`src/rtl/wbps_pkg.sv`:
```
// Shared types, constants and helpers of the wildcard byte pattern scan core.
`default_nettype none

package wbps_pkg;

  localparam int unsigned BYTE_W     = 8;
  localparam int unsigned IDX_W      = 6;
  localparam int unsigned LEN_W      = 7;
  localparam int unsigned ADDR_W     = 64;
  localparam int unsigned OFF_W      = 32;
  localparam int unsigned CFG_IDX_W  = 2;
  localparam int unsigned CFG_DATA_W = 64;

  typedef enum logic {
    REQ_LOAD = 1'b0,
    REQ_SCAN = 1'b1
  } req_type_e;

  typedef enum logic [CFG_IDX_W-1:0] {
    CFG_PATTERN_LENGTH = 2'd0,
    CFG_BASE_ADDRESS   = 2'd1,
    CFG_RESULT_OFFSET  = 2'd2
  } cfg_idx_e;

  typedef struct packed {
    req_type_e          req_type;
    logic [IDX_W-1:0]   pattern_index;
    logic [BYTE_W-1:0]  pattern_byte;
    logic               wildcard_req;
    logic [BYTE_W-1:0]  data_byte;
    logic               last_byte;
  } req_t;

  typedef struct packed {
    logic               found;
    logic [ADDR_W-1:0]  match_address;
  } res_t;

  typedef struct packed {
    logic               wild;
    logic [BYTE_W-1:0]  value;
  } pat_entry_t;

  typedef struct packed {
    logic shift_en;
    logic pat_we;
    logic active;
  } cell_ctrl_t;

  // Map a raw length onto 1 .. max_len.
  function automatic logic [LEN_W-1:0] clamp_len(input logic [LEN_W-1:0] raw,
                                                 input int unsigned max_len);
    logic [LEN_W-1:0] r;
    if (raw == '0) begin
      r = LEN_W'(1);
    end else if (32'(raw) > max_len) begin
      r = LEN_W'(max_len);
    end else begin
      r = raw;
    end
    return r;
  endfunction

endpackage

`default_nettype wire

```
`src/rtl/wbps_cell.sv`:
```
// One window cell: a byte of history, an aligned pattern entry and its compare.
`default_nettype none

module wbps_cell (
  input  logic                                  clk_i,
  input  logic                                  rst_ni,
  input  wbps_pkg::cell_ctrl_t                  ctrl_i,
  input  logic [wbps_pkg::BYTE_W-1:0]           byte_i,
  input  wbps_pkg::pat_entry_t                  pat_i,
  output logic [wbps_pkg::BYTE_W-1:0]           byte_o,
  output logic                                  hit_o
);

  logic [wbps_pkg::BYTE_W-1:0] win_q;
  wbps_pkg::pat_entry_t        pat_q;

  always_ff @(posedge clk_i or negedge rst_ni) begin
    if (!rst_ni) begin
      win_q <= '0;
    end else if (ctrl_i.shift_en) begin
      win_q <= byte_i;
    end
  end

  always_ff @(posedge clk_i) begin
    if (ctrl_i.pat_we) begin
      pat_q <= pat_i;
    end
  end

  assign byte_o = win_q;
  // Cells past the pattern length always agree.
  assign hit_o  = !ctrl_i.active || pat_q.wild || (pat_q.value == win_q);

endmodule

`default_nettype wire

```
`config.mk`:
```
export PLATFORM = sky130hd
export DESIGN_NAME = wbps_cell
export DESIGN_NICKNAME = d
export VERILOG_FILES = /design/src/rtl/wbps_pkg.sv /design/src/rtl/wbps_cell.sv
export SDC_FILE = /design/constraint.sdc
export NUM_CORES = 1
export LEC_CHECK = 0
export BUFFER_PORTS_ARGS = -buffer_cell sky130_fd_sc_hd__buf_2
export CORE_MARGIN = 2
export CORE_UTILIZATION = 44
export DETAILED_ROUTE_END_ITERATION = 12
export PLACE_DENSITY = 0.73
export SETUP_SLACK_MARGIN = 0.4
export SLEW_MARGIN = 20
export SYNTH_ARGS = -nofsm -noshare
export SYNTH_HDL_FRONTEND = slang
export SYNTH_SLANG_ARGS = --single-unit
```
`constraint.sdc`:
```
create_clock -name clk_i -period 0.9 [get_ports clk_i]
set_input_delay 0.09 -clock clk_i [delete_from_list [all_inputs] [get_ports clk_i]]
set_output_delay 0.09 -clock clk_i [all_outputs]
set_load 0.02 [all_outputs]
```
==> flow_summary.yaml <==
run_status:
  status: "finished with violations"
  violations: "hold timing, setup timing"
layout:
  num_antenna_cells: 0
  utilization: 0.713
  layout-drive-gt1-share: 0.750
  multi_input_area_um2: 233
  ff_latch_area_um2: 480
  fill_cells: 106
  area_delta_synth_final_pct: 52.7
  final_nets: 103
yosys:
  synth_seq_cells: 17
  synthArstFlopShare: 0.471
  synth_most_common_cell: "edfxtp_1"
  syn_nets: 60
  syn_area_per_cell_um2: 18.3
  synth_edf_count: 9
  synth_common_cells: "edfxtp_1, dfrtp_1, mux2_4, xnor2_1, nand4_1"
  syn_area_um2: 696
  ys_seq_area_frac: 0.676
  yosys_warnings: 0
  ys.flop_type: "edfxtp_1"
  synth_top_area_share: 0.388
  synthCells: 38
  yosysTopAreaCell: "edfxtp_1"
  yosys.cell_types.count: 8
  synthTopCellsByArea: "edfxtp_1, dfrtp_1, mux2_4"
timing:
  setup_viol: 15
  fin_ws_ns: -0.484
  drv_slew: 0
  min_period_ns: 1.38
  setup_tns_ns: -1.85
  hold_viol_final: 9
  tightest_slew_ns: 0.262
  max_slew_margin: 0.825
  finalCritPeriodShare: 1.54
  fin_worst_skew_ns: 0
  fmax_mhz: 722
  whs_ns: -0.0311
  rsz0062_at_grt: "yes"
global_route:
  grt_max_degree: 10
  grt_antenna_before_repair: 0
  overflow: 0
  grt_pass1_wl_um: 1990
  grt_pass1_vias: 456
  track_usage: 0.151
setup_path:
  crit_arrival_ns: 1.29
  start_kind: "flop"
  reg2reg_slack_ns: -0.04
  crit_required_ns: 0.81
  rr_worst_depth: 2
  cp_max_fo: 1
  crit_start: "pat_q[3]"
  endpoint: "hit_o"
  r2r_start: "byte_o[0]"
  worst_r2r_endpoint: "byte_o[0]"
  path_class: "flop to primary output"
  endpoint_kind: "primary output"
floorplan:
  initial_core_util: 0.467
  core_um2: 1490
  num_rows: 14
  die_h_um: 43.8
  fp.dieW_um: 43.8
  dieArea_um2: 1910
  io_pins: 31
route:
  vias: 454
  post_drt_wl_per_cell_um: 13.4
  drtIter0Drc: 4
  drt-total-wl_um: 1280
  avgViaCountPerCell: 4.73
  postRouteAntennaNets: 0
  dr.pass1.iters: 2
  drc_errors: 0
clock_tree:
  htreeDepth: 1
  clkSinkCount: 17
  cts_tree: "done"
  cts_inserted_buffers: 3
  insertion_delay_ns: 0.29
  cts_hold_buffers: 1
  clockBufferDepth: 2
  cts_root_buf: "clkbuf_4"
  clk_pin_slew_worst_paths_ns: 0.09
flow_run:
  maxCapViolCount: 0
place:
  port_buffers: 30
  place.gp.congestion: 0.724
  dp_slack_ns: -0.208
power_and_ir_drop:
  ir_worst_vdd_uv: 1160
  p_leak_nw: 0.475
  p_per_area_nw_per_um2: 1690
min_path:
  min_path_type: "input port to flop"
worst max-delay path, stage by stage, from the launching register on:
cell      delay (ns)
edfxtp_1        0.43
xnor2_2         0.18
nand4_1         0.11
o21ai_2         0.16
buf_6           0.13
how the worst min path moves through the flow:
stage / endpoint / cells past startpoint / start / slack [ns]
floorplan: byte_o[0] / 0 / rst_ni / -0.21
global placement: byte_o[7] / 1 / rst_ni / -0.07
detailed placement: byte_o[7] / 1 / rst_ni / -0.06
CTS: pat_q[4] / 1 / pat_i[4] / -0.04
global route: pat_q[2] / 1 / pat_i[2] / -0.05
finish: pat_q[4] / 1 / pat_i[4] / -0.03
stage by stage:
stage          hold slack, ns  instances  area, µm²  total power (W)
3_3_place_gp          -0.0656         89        913          0.00129
5_1_grt               -0.0457         96       1060          0.00188
3_5_place_dp          -0.0591         89        913          0.00129
2_1_floorplan          -0.206         38        709          0.00114
6_report              -0.0311         96       1060          0.00179
4_1_cts               -0.0402         94       1030          0.00178
placed cells by master, fill, tap and decap left out, types with 2 or more instances in the layout:
master,instances
xnor2_1,6
clkbuf_4,3
buf_2,21
mux2_4,8
xnor2_2,2
dfrtp_2,8
edfxtp_1,9
buf_6,16
nand4_1,2
where the power goes:
group,internal (W),switching (W),total [W]
clock,0.000172,0.000224,0.000397
combinational,0.000276,0.000159,0.000436
sequential,0.000901,0.0000575,0.000958
total,0.00135,0.000441,0.00179
state kept, by name, indices dropped and copies added, names as in the netlist:
register and flops:
byte_o 8, pat_q 9
what timing repair did:
action | 4_1_cts | 5_1_grt
gates resized for setup | 21 | 6
endpoints found under the hold margin | 17 | 9
pin swaps | 4 | 0
setup buffers | 0 | 2
endpoints found under the setup margin | 17 | 17
cell families after synthesis:
| family | after synthesis | share of synthesized area |
|---|---|---|
| XOR/XNOR | 8 | 0.101 |
| AND/OR/NAND/NOR | 3 | 0.0270 |
| buffers and inverters | 1 | 0.0162 |
| AO/OA/AOI/OAI | 1 | 0.00719 |
| flip-flops | 17 | 0.676 |
| multiplexers | 8 | 0.173 |
area by class of cell:
| type | count | share of cell area |
|---|---|---|
| flip-flops and latches | 17 | 0.452 |
| repair buffers | 39 | 0.285 |
| multi-input cells | 20 | 0.219 |
| clock buffers | 4 | 0.0247 |
| well taps | 16 | 0.0188 |
per-layer routing:
metal / global-route usage / vias to the layer above / share of wire
li1: - / 220 / -
met2: 0.235 / 14 / 0.55
met1: 0.189 / 218 / 0.40
met5: 0 / - / 0
met3: 0.0375 / 2 / 0.038
met4: 0.0909 / 0 / 0.012
No activity file was read; power rests on OpenSTA's default activity.
